$ cat src/rtl/pbps_pkg.sv
// shared types and constants for the push-button power switch controller
// no dependencies; imported by pbps_fsm and push_button_power_switch_fsm_top
`default_nettype none

package pbps_pkg;

    localparam int EVENT_W    = 2;
    localparam int TICKS_W    = 16;
    localparam int LED_CMD_W  = 2;
    localparam int BLINKS_W   = 3;
    localparam int MELODY_W   = 4;
    localparam int MODE_W     = 4;
    localparam int CFG_IDX_W  = 1;
    localparam int IN_DATA_W  = 8;
    localparam int OUT_DATA_W = 16;

    localparam logic [TICKS_W-1:0] ON_DELAY_RESET   = 16'd0;
    localparam logic [TICKS_W-1:0] IDLE_SLEEP_RESET = 16'd5000;

    localparam logic [CFG_IDX_W-1:0] CFG_ON_DELAY   = 1'd0;
    localparam logic [CFG_IDX_W-1:0] CFG_IDLE_SLEEP = 1'd1;

    localparam logic [EVENT_W-1:0] EV_NONE    = 2'd0;
    localparam logic [EVENT_W-1:0] EV_SHORT   = 2'd1;
    localparam logic [EVENT_W-1:0] EV_LONG    = 2'd2;
    localparam logic [EVENT_W-1:0] EV_RELEASE = 2'd3;

    localparam logic [LED_CMD_W-1:0] LED_KEEP  = 2'd0;
    localparam logic [LED_CMD_W-1:0] LED_OFF   = 2'd1;
    localparam logic [LED_CMD_W-1:0] LED_BLINK = 2'd2;

    localparam logic [MELODY_W-1:0] MEL_NONE    = 4'd0;
    localparam logic [MELODY_W-1:0] MEL_START   = 4'd1;
    localparam logic [MELODY_W-1:0] MEL_SLEEP   = 4'd2;
    localparam logic [MELODY_W-1:0] MEL_ARM     = 4'd3;
    localparam logic [MELODY_W-1:0] MEL_BEEP    = 4'd4;
    localparam logic [MELODY_W-1:0] MEL_ON      = 4'd5;
    localparam logic [MELODY_W-1:0] MEL_LOAD    = 4'd6;
    localparam logic [MELODY_W-1:0] MEL_DISARM  = 4'd7;
    localparam logic [MELODY_W-1:0] MEL_OFF     = 4'd8;

    typedef enum logic [MODE_W-1:0] {
        MODE_INIT          = 4'd0,
        MODE_STARTUP       = 4'd1,
        MODE_IDLE          = 4'd2,
        MODE_WAIT_SLEEP    = 4'd3,
        MODE_SLEEP         = 4'd4,
        MODE_WAIT_ON       = 4'd5,
        MODE_WAIT_ON_INT   = 4'd6,
        MODE_ON            = 4'd7,
        MODE_LOAD_ON       = 4'd8,
        MODE_WAIT_OFF      = 4'd9,
        MODE_WAIT_OFF_INT  = 4'd10
    } mode_t;

    typedef struct packed {
        logic [MODE_W-1:0]    mode;
        logic                 sleep_request;
        logic                 melody_repeat;
        logic [MELODY_W-1:0]  melody_request;
        logic [BLINKS_W-1:0]  led_blinks;
        logic [LED_CMD_W-1:0] led_command;
        logic                 load_on;
    } result_t;

endpackage

`default_nettype wire

$ cat src/rtl/push_button_power_switch_fsm_top.sv
// top level of the push-button power switch controller: stream ports,
// config registers, input and result registers; depends on pbps_pkg, pbps_fsm
//
// usage
//   s_axis: one transaction per 500 Hz tick, tdata = {tone_busy, button_event}
//   m_axis: one result transaction per tick, same order, packed as listed at
//           the port declaration
//   cfg:    register writes, index 0 on_delay_ticks, index 1 idle_sleep_ticks;
//           cfg_ready is always high, write only while no tick is in flight
// path: a tick accepted from s_axis lands in the input register; when the result
//   register can load, the tick moves through the state machine into the result
//   register, which offers it on m_axis
// throughput: one tick per cycle while m_axis_tready stays high, limited by the
//   single state update per step in the mode machine
// reset: mode init, tick counter zero, load off, on_delay 0, idle_sleep 5000,
//   both pipeline registers empty
// stall: while m_axis_tready is low the result holds, one more tick can sit
//   in the input register, then s_axis_tready drops
`default_nettype none

module push_button_power_switch_fsm_top
    import pbps_pkg::*;
(
    input  wire logic                   clk,
    input  wire logic                   rst_n,
    input  wire logic                   s_axis_tvalid,
    output logic                        s_axis_tready,
    // [1:0] button_event, [2] tone_busy, [7:3] zero
    input  wire logic [IN_DATA_W-1:0]   s_axis_tdata,
    output logic                        m_axis_tvalid,
    input  wire logic                   m_axis_tready,
    // [0] load_on, [2:1] led_command, [5:3] led_blinks, [9:6] melody_request,
    // [10] melody_repeat, [11] sleep_request, [15:12] mode
    output logic [OUT_DATA_W-1:0]       m_axis_tdata,
    input  wire logic                   cfg_valid,
    output logic                        cfg_ready,
    input  wire logic [CFG_IDX_W-1:0]   cfg_index,
    input  wire logic [TICKS_W-1:0]     cfg_data
);

    logic [TICKS_W-1:0] on_delay_reg;
    logic [TICKS_W-1:0] idle_sleep_reg;
    logic               in_valid_reg;
    logic [EVENT_W-1:0] in_event_reg;
    logic               in_busy_reg;
    logic               out_valid_reg;
    result_t            out_res_reg;
    result_t            fsm_res;
    logic               out_load;
    logic               in_load;

    assign cfg_ready     = 1'b1;
    assign out_load      = !out_valid_reg || m_axis_tready;
    assign s_axis_tready = !in_valid_reg || out_load;
    assign in_load       = s_axis_tvalid && s_axis_tready;

    always_ff @(posedge clk or negedge rst_n)
    begin
        if (!rst_n)
        begin
            on_delay_reg   <= ON_DELAY_RESET;
            idle_sleep_reg <= IDLE_SLEEP_RESET;
        end
        else if (cfg_valid)
        begin
            case (cfg_index)
                CFG_ON_DELAY:   on_delay_reg   <= cfg_data;
                CFG_IDLE_SLEEP: idle_sleep_reg <= cfg_data;
                default:        on_delay_reg   <= on_delay_reg;
            endcase
        end
    end

    always_ff @(posedge clk or negedge rst_n)
    begin
        if (!rst_n)
            in_valid_reg <= 1'b0;
        else if (s_axis_tready)
            in_valid_reg <= s_axis_tvalid;
    end

    always_ff @(posedge clk)
    begin
        if (in_load)
        begin
            in_event_reg <= s_axis_tdata[EVENT_W-1:0];
            in_busy_reg  <= s_axis_tdata[EVENT_W];
        end
    end

    pbps_fsm u_fsm (
        .clk              (clk),
        .rst_n            (rst_n),
        .step             (in_valid_reg && out_load),
        .button_event     (in_event_reg),
        .tone_busy        (in_busy_reg),
        .on_delay_ticks   (on_delay_reg),
        .idle_sleep_ticks (idle_sleep_reg),
        .result           (fsm_res)
    );

    always_ff @(posedge clk or negedge rst_n)
    begin
        if (!rst_n)
            out_valid_reg <= 1'b0;
        else if (out_load)
            out_valid_reg <= in_valid_reg;
    end

    always_ff @(posedge clk)
    begin
        if (out_load && in_valid_reg)
            out_res_reg <= fsm_res;
    end

    assign m_axis_tvalid = out_valid_reg;
    assign m_axis_tdata  = out_res_reg;

    a_sleep_goes_idle: assert property (@(posedge clk) disable iff (!rst_n)
        m_axis_tvalid && m_axis_tdata[11] |->
            m_axis_tdata[15:12] == MODE_IDLE && !m_axis_tdata[0])
        else $error("sleep pulse without idle mode and open load");

    a_blinks_only_on_blink: assert property (@(posedge clk) disable iff (!rst_n)
        m_axis_tvalid && m_axis_tdata[5:3] != 3'd0 |-> m_axis_tdata[2:1] == LED_BLINK)
        else $error("blink count without blink command");

    a_repeat_melody: assert property (@(posedge clk) disable iff (!rst_n)
        m_axis_tvalid && m_axis_tdata[10] |->
            m_axis_tdata[9:6] == MEL_ARM || m_axis_tdata[9:6] == MEL_DISARM)
        else $error("repeat flag on a one-shot melody");

endmodule

`default_nettype wire

$ cat src/rtl/pbps_fsm.sv
// mode state machine with ticks-in-mode counter and entry actions
// depends on pbps_pkg
`default_nettype none

module pbps_fsm
    import pbps_pkg::*;
(
    input  wire logic                 clk,
    input  wire logic                 rst_n,
    input  wire logic                 step,
    input  wire logic [EVENT_W-1:0]   button_event,
    input  wire logic                 tone_busy,
    input  wire logic [TICKS_W-1:0]   on_delay_ticks,
    input  wire logic [TICKS_W-1:0]   idle_sleep_ticks,
    output result_t                   result
);

    mode_t              mode_reg, mode_next;
    mode_t              target;
    logic [TICKS_W-1:0] ticks_reg, ticks_next;
    logic [TICKS_W-1:0] ticks_inc;
    logic               load_reg, load_next;
    logic               moved;

    assign ticks_inc = (ticks_reg == '1) ? ticks_reg : ticks_reg + 16'd1;
    assign moved     = (target != mode_reg);

    // next state
    always_comb
    begin
        target = mode_reg;
        case (mode_reg)
            MODE_INIT:
                target = MODE_STARTUP;
            MODE_STARTUP:
                if (!tone_busy)
                    target = MODE_IDLE;
            MODE_IDLE:
                if (ticks_inc > idle_sleep_ticks)
                    target = MODE_WAIT_SLEEP;
                else if (button_event == EV_SHORT)
                    target = MODE_WAIT_ON;
            MODE_WAIT_SLEEP:
                if (!tone_busy)
                    target = MODE_SLEEP;
            MODE_SLEEP:
                if (button_event == EV_SHORT)
                    target = MODE_WAIT_ON;
            MODE_WAIT_ON:
                if (button_event == EV_LONG)
                    target = MODE_ON;
                else if (button_event == EV_RELEASE)
                    target = MODE_WAIT_ON_INT;
            MODE_WAIT_ON_INT:
                target = MODE_IDLE;
            MODE_ON:
            begin
                if (ticks_inc > on_delay_ticks)
                    target = MODE_LOAD_ON;
                if (button_event == EV_SHORT)
                    target = MODE_WAIT_OFF;
            end
            MODE_LOAD_ON:
                if (button_event == EV_SHORT)
                    target = MODE_WAIT_OFF;
            MODE_WAIT_OFF:
                if (button_event == EV_LONG)
                    target = MODE_IDLE;
                else if (button_event == EV_RELEASE)
                    target = MODE_WAIT_OFF_INT;
            MODE_WAIT_OFF_INT:
                target = MODE_ON;
            default:
                target = mode_reg;
        endcase
    end

    // entry actions, start melody in init, and the next mode, tick count and load
    always_comb
    begin
        result                = '0;
        load_next             = load_reg;
        mode_next             = mode_reg;
        ticks_next            = ticks_inc;
        if (mode_reg == MODE_INIT)
            result.melody_request = MEL_START;
        if (moved)
        begin
            ticks_next = '0;
            mode_next  = target;
            case (target)
                MODE_STARTUP:
                    load_next = 1'b0;
                MODE_WAIT_SLEEP:
                begin
                    result.led_command    = LED_OFF;
                    result.melody_request = MEL_SLEEP;
                end
                MODE_SLEEP:
                begin
                    load_next            = 1'b0;
                    result.led_command   = LED_OFF;
                    result.sleep_request = 1'b1;
                    mode_next            = MODE_IDLE;
                end
                MODE_WAIT_ON:
                begin
                    result.melody_request = MEL_ARM;
                    result.melody_repeat  = 1'b1;
                    result.led_command    = LED_BLINK;
                    result.led_blinks     = 3'd2;
                end
                MODE_WAIT_ON_INT, MODE_WAIT_OFF_INT:
                    result.melody_request = MEL_BEEP;
                MODE_ON:
                begin
                    if (mode_reg != MODE_WAIT_OFF_INT)
                        result.melody_request = MEL_ON;
                    result.led_command = LED_BLINK;
                    result.led_blinks  = 3'd4;
                end
                MODE_LOAD_ON:
                begin
                    if (!tone_busy)
                        result.melody_request = MEL_LOAD;
                    result.led_command = LED_BLINK;
                    result.led_blinks  = 3'd5;
                    load_next          = 1'b1;
                end
                MODE_WAIT_OFF:
                begin
                    result.led_command    = LED_BLINK;
                    result.led_blinks     = 3'd3;
                    result.melody_request = MEL_DISARM;
                    result.melody_repeat  = 1'b1;
                end
                MODE_IDLE:
                begin
                    if (mode_reg != MODE_WAIT_ON_INT)
                        result.melody_request = MEL_OFF;
                    result.led_command = LED_BLINK;
                    result.led_blinks  = 3'd1;
                    load_next          = 1'b0;
                end
                default:
                    load_next = load_reg;
            endcase
        end
        result.load_on = load_next;
        result.mode    = mode_next;
    end

    always_ff @(posedge clk or negedge rst_n)
    begin
        if (!rst_n)
        begin
            mode_reg  <= MODE_INIT;
            ticks_reg <= '0;
            load_reg  <= 1'b0;
        end
        else if (step)
        begin
            mode_reg  <= mode_next;
            ticks_reg <= ticks_next;
            load_reg  <= load_next;
        end
    end

endmodule

`default_nettype wire
$ cat config.mk
export PLATFORM = sky130hd
export DESIGN_NAME = push_button_power_switch_fsm_top
export DESIGN_NICKNAME = d
export VERILOG_FILES = /design/src/rtl/pbps_pkg.sv /design/src/rtl/push_button_power_switch_fsm_top.sv /design/src/rtl/pbps_fsm.sv
export SDC_FILE = /design/constraint.sdc
export NUM_CORES = 1
export LEC_CHECK = 0
export ABC_AREA = 0
export BUFFER_PORTS_ARGS = -buffer_cell sky130_fd_sc_hd__buf_2
export CAP_MARGIN = 20
export CORE_ASPECT_RATIO = 0.9
export CORE_MARGIN = 3
export CORE_UTILIZATION = 54
export DETAILED_ROUTE_END_ITERATION = 6
export PLACE_DENSITY = 0.85
export SYNTH_ARGS = -nofsm -noshare
export SYNTH_HDL_FRONTEND = slang
export SYNTH_SLANG_ARGS = --single-unit
$ cat constraint.sdc
create_clock -name clk -period 4.4 [get_ports clk]
set_input_delay 0.44 -clock clk [delete_from_list [all_inputs] [get_ports clk]]
set_output_delay 0.44 -clock clk [all_outputs]
set_load 0.005 [all_outputs]
==> results of run 1 <==
per-stage QoR:
| step | TNS (ns) | hold WS [ns] | util | instances | power (mW) |
|---|---|---|---|---|---|
| after floorplan | 0 | 0.144 | - | 497 | 1.77 |
| after global placement | -5.47 | 0.469 | 0.644 | 685 | 2.13 |
| after detailed placement | -7.34 | 0.488 | 0.644 | 685 | 2.20 |
| after CTS | -1.55 | 0.227 | 0.691 | 705 | 2.94 |
| after global routing | -10.48 | 0.227 | 0.745 | 717 | 3.40 |
| final | -6.95 | 0.207 | 0.745 | 717 | 3.28 |
routing by layer:
metal,global-route usage,vias to the layer above,wire length (um)
met5,0,-,0
met4,0.0939,0,622
met3,0.0564,74,1190
met2,0.411,286,6750
met1,0.332,2111,5370
li1,-,1950,-
power by group through the flow:
stage / Clock (mW) / Sequential [mW] / Combinational (mW)
6_report: 0.656 / 0.960 / 1.67
5_1_grt: 0.686 / 0.969 / 1.74
4_1_cts: 0.652 / 0.945 / 1.34
2_1_floorplan: 0 / 0.915 / 0.853
3_3_place_gp: 0 / 0.951 / 1.18
3_5_place_dp: 0 / 0.958 / 1.25
area by class of cell:
| type | instances | area share |
|---|---|---|
| Multi-Input combinational cell | 361 | 0.466 |
| Sequential cell | 74 | 0.320 |
| Timing Repair Buffer | 110 | 0.126 |
| Inverter | 41 | 0.0252 |
| Tap cell | 115 | 0.0236 |
| Clock buffer | 10 | 0.0209 |
| Clock inverter | 6 | 0.0187 |
repair_timing:
action / CTS / global route
endpoints found under the hold margin: 0 / 0
resized for setup: 26 / 62
setup buffers: 4 / 12
endpoints found under the setup margin: 31 / 32
cloned: 0 / 0
pin swaps: 22 / 32
cell families (layout without fill, tap and decap cells):
| group | count (synthesis) | after routing | share of synthesized area |
|---|---|---|---|
| AOI/OAI and AO/OA | 111 | 111 | 0.157 |
| xor gates and xnor gates | 12 | 12 | 0.0228 |
| adders and majority gates | 33 | 33 | 0.0895 |
| buffers and inverters | 62 | 167 | 0.0578 |
| DFF | 74 | 74 | 0.423 |
| muxes | 23 | 23 | 0.0556 |
| other | 1 | 1 | 0.000813 |
| and+or+nand+nor | 181 | 181 | 0.193 |
layout by cell type (no fill, tap or decap), types with 5 or more instances in the layout:
master | synthesis | routed
nand3_1 | 19 | 16
nor2_1 | 30 | 25
mux2_2 | 20 | 19
a21oi_1 | 30 | 22
dfrtp_1 | 50 | 50
ha_1 | 33 | 28
xnor2_1 | 6 | 5
o21ai_1 | 3 | 6
buf_6 | 1 | 8
a21o_1 | 9 | 9
nor2b_1 | 9 | 6
a21oi_2 | 0 | 6
nand2_1 | 67 | 63
nand4_1 | 8 | 8
buf_2 | 6 | 42
clkbuf_8 | 0 | 9
nand2b_1 | 9 | 8
o21ai_0 | 31 | 28
dfstp_2 | 5 | 5
ha_4 | 0 | 5
and2_1 | 5 | 5
edfxtp_1 | 19 | 19
inv_1 | 39 | 37
buf_4 | 2 | 58
worst max-delay path, delay by kind of cell (launching register included):
family / cells / cell delay (ns)
AND/OR/NAND/NOR: 9 / 2.16
AO/OA/AOI/OAI: 7 / 1.59
flip-flops: 1 / 0.39
adder cells (fa/ha/maj): 1 / 0.27
buffers and inverters: 1 / 0.17
path summary, 6_finish.rpt:
check	endpoint	slack (ns)
min reg2reg	m_axis_tvalid	0.49
min	idle_sleep_reg[10]	0.21
max	m_axis_tdata[6]	-0.36
max reg2reg	m_axis_tdata[6]	-0.36
max in group asynchronous	u_fsm.ticks_reg[9]	3.72
min in group clk	in_busy_reg	0.23
==> results.cfg, run 1 <==
[status]
status = complete, but fails checks
violations = setup timing

[final_layout]
layout-drive-gt1-share = 0.365
fill_cells = 503
finalInstanceArea_um2 = 6100
regArea_um2 = 1950
syn_to_final_growth_pct = 32.2
final_nets = 660
multi_input_area_um2 = 2840
n_antenna_cell = 0

[sta]
setup_viol = 31
relSlewSlack = 0.493
tightest_slew_ns = 0.759
finalMaxSlewViolations = 0
skew_ns = 0.00809
fin_crit_ns = 4.76
max_freq_ghz = 0.210
hold_viol = 0
period_share = 1.08
rsz0062_at_grt = yes
fin_ws_ns = -0.361

[power_and_ir_drop]
p_int_mw = 1.97
peakVddDrop_v = 0.000417
swShare = 0.400
seq_power_share = 0.292
switchingPower_mw = 1.31
static-leakage-power_nw = 2.81
combPwrFrac = 0.508
powerDensity_nw_per_um2 = 538
pwr-share-clk = 0.200

[grt]
grt_max_degree = 56
grt_use_total = 0.254
grt_pass1_vias = 4118
antenna_found_initial = 0
overflow = 0
grt_pass1_wl_um = 19100

[synthesis]
yosysMostFrequentCell = nand2_1
yosys_register_bits = 74
syn_nets = 560
synth_top_area_cell = dfrtp_1
synthesis.area_um2 = 4610
synth-edff-count = 19
synth_top_area_frac = 0.271
syn_inst = 497
netlist_top_cells_count = 67 x nand2_1, 50 x dfrtp_1, 39 x inv_1, 33 x ha_1, 31 x o21ai_0
ys_warn_count = 0
synth_seq_area_share = 0.423
syn_avg_cell_area_um2 = 9.28
synth.distinct_cells = 71
yosys-top-cells-area = dfrtp_1 27%, edfxtp_1 12%, ha_1 9.0%
ys_dominant_reg_cell = dfrtp_1
async_flop_share = 0.743

[die]
die_w_um = 103
ios = 49
start_util = 0.564
placementRows = 31
coreArea_um2 = 8180
die_height_um = 93.7
dieArea_um2 = 9690

[worst_setup_path]
r2r-start = u_fsm.ticks_reg[6]
path_max_fanout = 4
cp_slowest_cell = or3_4
worstRegToRegCells = 18
startpoint_type = flip-flop
startpoint = u_fsm.ticks_reg[6]
crit_path_max_incr_delay_ns = 0.46
endpoint_kind = flip-flop
crit_type = flip-flop to flip-flop
required_ns = 4.61
arrival_ns = 4.97
crit_chain = and4_4 -> nand4_1 -> or2_4 -> or3_4 -> nor2_4 -> nand3b_1 -> o21a_2 -> ha_4 -> nand4_1 -> or3_4 -> a211o_1 -> and4b_1 -> a211o_1 -> o2111ai_4 -> o211ai_4 -> buf_6 -> a21o_1 -> o31ai_1

[clock_tree]
cts_hold_buf = 0
cts_max_level = 3
cts_root_buf = clkbuf_8
clock_path_buffers = 2
clock_latency_ns = 0.38
cts_tree = yes
path_clk_slew_ns = 0.08
cts_num_sinks = 74
cts-buffers-inserted = 9

[detailed_routing]
drtIter0Drc = 671
vias = 4421
wire_per_inst_um = 19.4
drt_wl_total_um = 13900
drc = 0
viasPerCell = 6.17
dr.pass1.iters = 7
route.antenna.remaining_nets = 0

[run]
drv_cap = 0

[worst_hold_path]
hold_class = primary input to async pin

[place]
placed_cell_area_um2 = 5270
port_buffers = 42
place_hpwl_um = 7880
pre_cts_slack_ns = -0.329
place_congestion = 0.926
Power figures use the tool's default switching activity.
==> inputs of run 2 (changes only) <==
--- a/config.mk
+++ b/config.mk
@@ -11,7 +11,7 @@
 export CORE_ASPECT_RATIO = 0.9
 export CORE_MARGIN = 3
-export CORE_UTILIZATION = 54
+export CORE_UTILIZATION = 38
 export DETAILED_ROUTE_END_ITERATION = 6
-export PLACE_DENSITY = 0.85
+export PLACE_DENSITY = 0.66
 export SYNTH_ARGS = -nofsm -noshare
 export SYNTH_HDL_FRONTEND = slang
==> constraint.sdc (replaced) <==
create_clock -name clk -period 4.4 [get_ports clk]
set_input_delay 1.32 -clock clk [delete_from_list [all_inputs] [get_ports clk]]
set_output_delay 1.32 -clock clk [all_outputs]
set_load 0.005 [all_outputs]
==> run 2 against run 1 <==
Compared with the run above:
- the flow still finishes with violations (setup timing)
- register-to-register slack better by 0.24 ns
- cell count rose by 7.7%
- via count is 7.4% lower
- critical endpoint is now m_axis_tdata[7]
- largest cell class unchanged
- largest power group unchanged
==> results.cfg, run 2 (synthesized netlist as in run 1, its figures left out) <==
[clock_tree]
path_clk_slew_ns = 0.06
cts_tree = yes
clock_latency_ns = 0.35
cts_max_level = 3
cts_num_sinks = 74
cts_root_buf = clkbuf_16
clock_path_buffers = 2
cts-buffers-inserted = 9

[place]
port_buffers = 42
place_hpwl_um = 8130
place_congestion = 0.896
pre_cts_slack_ns = -0.371

[sta]
tightest_slew_ns = 0.786
skew_ns = 0.00855
rsz0062_at_grt = yes
period_share = 1.03
holdWs_ns = 0.494
max_freq_ghz = 0.221
setup_viol = 15
finalMaxSlewViolations = 0
hold_viol = 0
fin_crit_ns = 4.52
relSlewSlack = 0.475
tns_ns = -0.736
fin_ws_ns = -0.123

[worst_setup_path]
crit_chain = and4_4 -> nand4_1 -> or2_4 -> or3_4 -> nor2_4 -> nand3b_1 -> o21a_4 -> ha_4 -> nand4_1 -> nor4_2 -> a21boi_4 -> o31ai_4 -> and3_4 -> nand3b_1 -> buf_6 -> or3_4 -> a21o_1 -> a21oi_2
required_ns = 4.60
crit_family = simple AND/OR/NAND/NOR gates
endpoint_kind = flip-flop
arrival_ns = 4.72
cp_slowest_cell = nor4_2
cp_num_buf_inv = 1
reg2reg_slack_ns = -0.12
path_max_fanout = 4
r2r-start = u_fsm.ticks_reg[3]
crit_type = flip-flop to flip-flop
startpoint_type = flip-flop
rr_endpoint = m_axis_tdata[7]
startpoint = u_fsm.ticks_reg[3]
worstRegToRegCells = 18
crit_path_max_incr_delay_ns = 0.39

[final_layout]
regArea_um2 = 1950
layout-drive-gt1-share = 0.381
final_common_cell = buf_4
mostFrequentLayoutCells = 66 x buf_4, 65 x nand2_1, 50 x dfrtp_1, 42 x buf_2, 39 x inv_1
syn_to_final_growth_pct = 37.9
final_nets = 674
n_antenna_cell = 0
final_util = 0.545
multi_input_area_um2 = 2820
fill_cells = 1001

[die]
coreArea_um2 = 11700
dieArea_um2 = 13500
die_w_um = 122
start_util = 0.395
ios = 49
placementRows = 37
die_height_um = 111

[detailed_routing]
dr.pass1.iters = 4
drtIter0Drc = 194
drc = 0
vias = 4094
drt_wl_total_um = 12100
viasPerCell = 5.30
route.antenna.remaining_nets = 0
wire_per_inst_um = 15.7

[grt]
grt_pass1_vias = 4065
grt_use_total = 0.179
antenna_found_initial = 0
grt_pass1_wl_um = 19500
grt_max_degree = 32
overflow = 0

[worst_hold_path]
hold_class = flip-flop to flip-flop
hp-start = in_valid_reg
hold_end = m_axis_tvalid
hold_depth = 1

[power_and_ir_drop]
static-leakage-power_nw = 2.93
peakVddDrop_v = 0.000289
powerDensity_nw_per_um2 = 586

[status]
violations = setup timing
status = complete, but fails checks

[run]
drv_cap = 0
## run 2: cell types whose count changed in the layout (fill, tap and decap cells not counted), sizes merged
cell	delta
clkinv	+1
clkbuf	-1
buf	+14
inv	+1
bufinv	-1
## run 2: final cells by class
class | count | area share
clock buffer | 9 | 0.0354
clock inverter | 7 | 0.0159
inverter | 41 | 0.0242
multi-input combinational | 361 | 0.443
sequential | 74 | 0.307
tap | 156 | 0.0307
timing repair buffer | 124 | 0.143
## run 2: power breakdown
part	switching, mW	internal, mW
clock	0.309	0.501
combinational	0.982	0.979
sequential	0.107	0.852
total	1.40	2.33
## run 2: repair_timing
action,4_1_cts,5_1_grt
setup buffers,13,12
cloned,1,0
hold buffers,0,0
gates resized for setup,55,41
endpoints found under the setup margin,31,33
pin swaps,42,16
## run 2: per-layer routing
| metal | part of all wire | GRT usage |
|---|---|---|
| met2 | 0.51 | 0.289 |
| met5 | 0 | 0 |
| met4 | 0.016 | 0.0455 |
| met1 | 0.43 | 0.234 |
| met3 | 0.049 | 0.0543 |
## run 2: how the worst max path moves through the flow
stage,cells past startpoint,slack (ns),to
floorplan,19,0.002,m_axis_tdata[13]
global placement,18,-0.25,m_axis_tdata[8]
detailed placement,19,-0.37,m_axis_tdata[0]
CTS,17,-0.18,m_axis_tdata[0]
global route,18,-0.28,m_axis_tdata[7]
finish,18,-0.12,m_axis_tdata[7]
## run 2: worst register-to-register path, cell delays in order (launching register included)
cell and delay [ns]:
dfrtp_1 0.37, and4_4 0.23, nand4_1 0.19, or2_4 0.30, or3_4 0.36, nor2_4 0.09
nand3b_1 0.09, o21a_4 0.16, ha_4 0.27, nand4_1 0.17, nor4_2 0.39, a21boi_4 0.28
o31ai_4 0.10, and3_4 0.21, nand3b_1 0.28, buf_6 0.20, or3_4 0.38, a21o_1 0.20
a21oi_2 0.12
## run 2: metrics by stage
step / std cells / total power [mW] / cell area, um2
6_report: 772 / 3.73 / 6360
5_1_grt: 772 / 3.94 / 6360
4_1_cts: 762 / 3.51 / 6080
3_5_place_dp: 733 / 2.22 / 5390
3_3_place_gp: 733 / 2.18 / 5390
2_1_floorplan: 497 / 1.77 / 4640
==> inputs of run 3 (changes only) <==
CORE_ASPECT_RATIO = not set   (was 0.9)
==> run 3 against run 2 <==
Compared with the run above:
- the flow still finishes with violations (setup timing)
- count of clock-buffer cells in the layout rose by 5
- register-to-register slack got worse by 0.02 ns
- critical path depth rose by 1
- critical path type unchanged
- highest routed layer unchanged
==> results.cfg, run 3 (synthesized netlist as in run 1, its figures left out) <==
[clock_tree]
cts_max_level = 3
path_clk_slew_ns = 0.06
cts_tree = yes
clock_path_buffers = 2
cts_num_sinks = 74
clock_latency_ns = 0.35
cts_root_buf = clkbuf_16
cts_hold_buf = 0
cts-buffers-inserted = 9

[final_layout]
n_antenna_cell = 0
mostFrequentLayoutCells = 78 x buf_4, 65 x nand2_1, 50 x dfrtp_1, 42 x buf_2, 39 x inv_1
layout-drive-gt1-share = 0.353
finalInstanceArea_um2 = 6250
final_common_cell = buf_4
fin_cells = 764
final_nets = 679
fill_cells = 983
syn_to_final_growth_pct = 35.5
final_util = 0.536

[sta]
fin_crit_ns = 4.54
tightest_slew_ns = 0.757
finalMaxSlewViolations = 0
setup_viol = 17
relSlewSlack = 0.494
holdWs_ns = 0.500
hold_viol = 0
max_freq_ghz = 0.220
tns_ns = -1.13
skew_ns = 0.00709
period_share = 1.03
rsz0062_at_grt = yes
fin_ws_ns = -0.143

[worst_setup_path]
cp_num_buf_inv = 2
startpoint_type = flip-flop
reg2reg_slack_ns = -0.14
rr_endpoint = m_axis_tdata[7]
endpoint_kind = flip-flop
arrival_ns = 4.74
cp_slowest_cell = or3_4
crit_path_max_incr_delay_ns = 0.40
required_ns = 4.60
startpoint = u_fsm.ticks_reg[6]
worstRegToRegCells = 19
crit_type = flip-flop to flip-flop
crit_chain = and4_4 -> nand4_1 -> or2_4 -> or3_4 -> nor2_4 -> nand3b_1 -> o21a_2 -> ha_4 -> nand4_1 -> buf_4 -> nor4_4 -> a21boi_4 -> o31ai_4 -> and3_4 -> nand3b_1 -> buf_6 -> or3_1 -> a21o_1 -> a21oi_2
r2r-start = u_fsm.ticks_reg[6]
crit_family = simple AND/OR/NAND/NOR gates
path_max_fanout = 5

[worst_hold_path]
hold_end = m_axis_tvalid
hp-start = in_valid_reg
hold_class = flip-flop to flip-flop
hold_depth = 1

[place]
dp.cells = 723
place_congestion = 0.897
pre_cts_slack_ns = -0.377
placed_cell_area_um2 = 5390
place_hpwl_um = 8220
port_buffers = 42

[grt]
grt_max_degree = 44
overflow = 0
grt_pass1_wl_um = 19400
antenna_found_initial = 0
grt_use_total = 0.182
grt_pass1_vias = 4151

[die]
dieArea_um2 = 13500
die_height_um = 116
placementRows = 39
start_util = 0.396
coreArea_um2 = 11700
die_w_um = 116
ios = 49

[power_and_ir_drop]
pwr-share-clk = 0.221
power_mw = 3.40
switchingPower_mw = 1.24
combPwrFrac = 0.498
peakVddDrop_v = 0.000273
powerDensity_nw_per_um2 = 545
seq_power_share = 0.281
p_int_mw = 2.17
swShare = 0.363
static-leakage-power_nw = 2.94

[detailed_routing]
wire_per_inst_um = 15.6
drtIter0Drc = 186
drt_wl_total_um = 11900
viasPerCell = 5.37
vias = 4106
dr.pass1.iters = 5
route.antenna.remaining_nets = 0
drc = 0

[run]
drv_cap = 0

[status]
status = complete, but fails checks
violations = setup timing
[run 3: cell count changes in the layout (fill, tap and decap cells not counted), sizes merged]
| cell | before | now |
|---|---|---|
| clkinvlp | 2 | 0 |
| inv | 42 | 40 |
| bufinv | 2 | 1 |
| buf | 124 | 129 |
| clkbuf | 9 | 14 |
[run 3: worst reg2reg max path, stage by stage, from the launching register on]
cell	delay, ns
dfrtp_1	0.35
and4_4	0.25
nand4_1	0.13
or2_4	0.25
or3_4	0.40
nor2_4	0.13
nand3b_1	0.08
o21a_2	0.16
ha_4	0.27
nand4_1	0.19
buf_4	0.22
nor4_4	0.30
a21boi_4	0.28
o31ai_4	0.10
and3_4	0.22
nand3b_1	0.27
buf_6	0.20
or3_1	0.30
a21o_1	0.17
a21oi_2	0.13
[run 3: timing repair]
item / CTS / global route
buffers inserted: 17 / 8
resized for setup: 33 / 31
setup endpoints to repair: 31 / 32
pin swaps: 20 / 20
[run 3: power by group through the flow]
stage          Clock (mW)  Combinational, mW  Sequential (mW)
6_report            0.751               1.70            0.957
5_1_grt             0.788               1.84            0.971
3_3_place_gp            0               1.21            0.955
4_1_cts             0.766               1.50            0.952
3_5_place_dp            0               1.26            0.964
2_1_floorplan           0              0.853            0.915
[run 3: worst max-delay path by stage]
stage                             endpoint  slack [ns]  cells past startpoint
after detailed placement   m_axis_tdata[8]       -0.38                     17
after CTS                 m_axis_tdata[13]       -0.03                     17
after global placement     m_axis_tdata[0]       -0.23                     17
final                      m_axis_tdata[7]       -0.14                     19
after global routing       m_axis_tdata[7]       -0.38                     19
after floorplan           m_axis_tdata[13]       0.002                     19
[run 3: cell type report]
type	instances	area [um2]	area share
multi-input cells	361	2730	0.437
flip-flops and latches	74	1950	0.313
repair buffers	129	932	0.149
clock buffers	14	265	0.0424
well taps	143	179	0.0286
inverters	41	154	0.0246
clock inverters	2	35.0	0.00561
[run 3: per-layer routing]
metal  GRT usage  wire [um]  up-vias
li1            -          -     1998
met1       0.219       5130     1997
met2       0.321       6100       89
met3      0.0383        434       22
met4      0.0650        245        0
met5           0          0        -
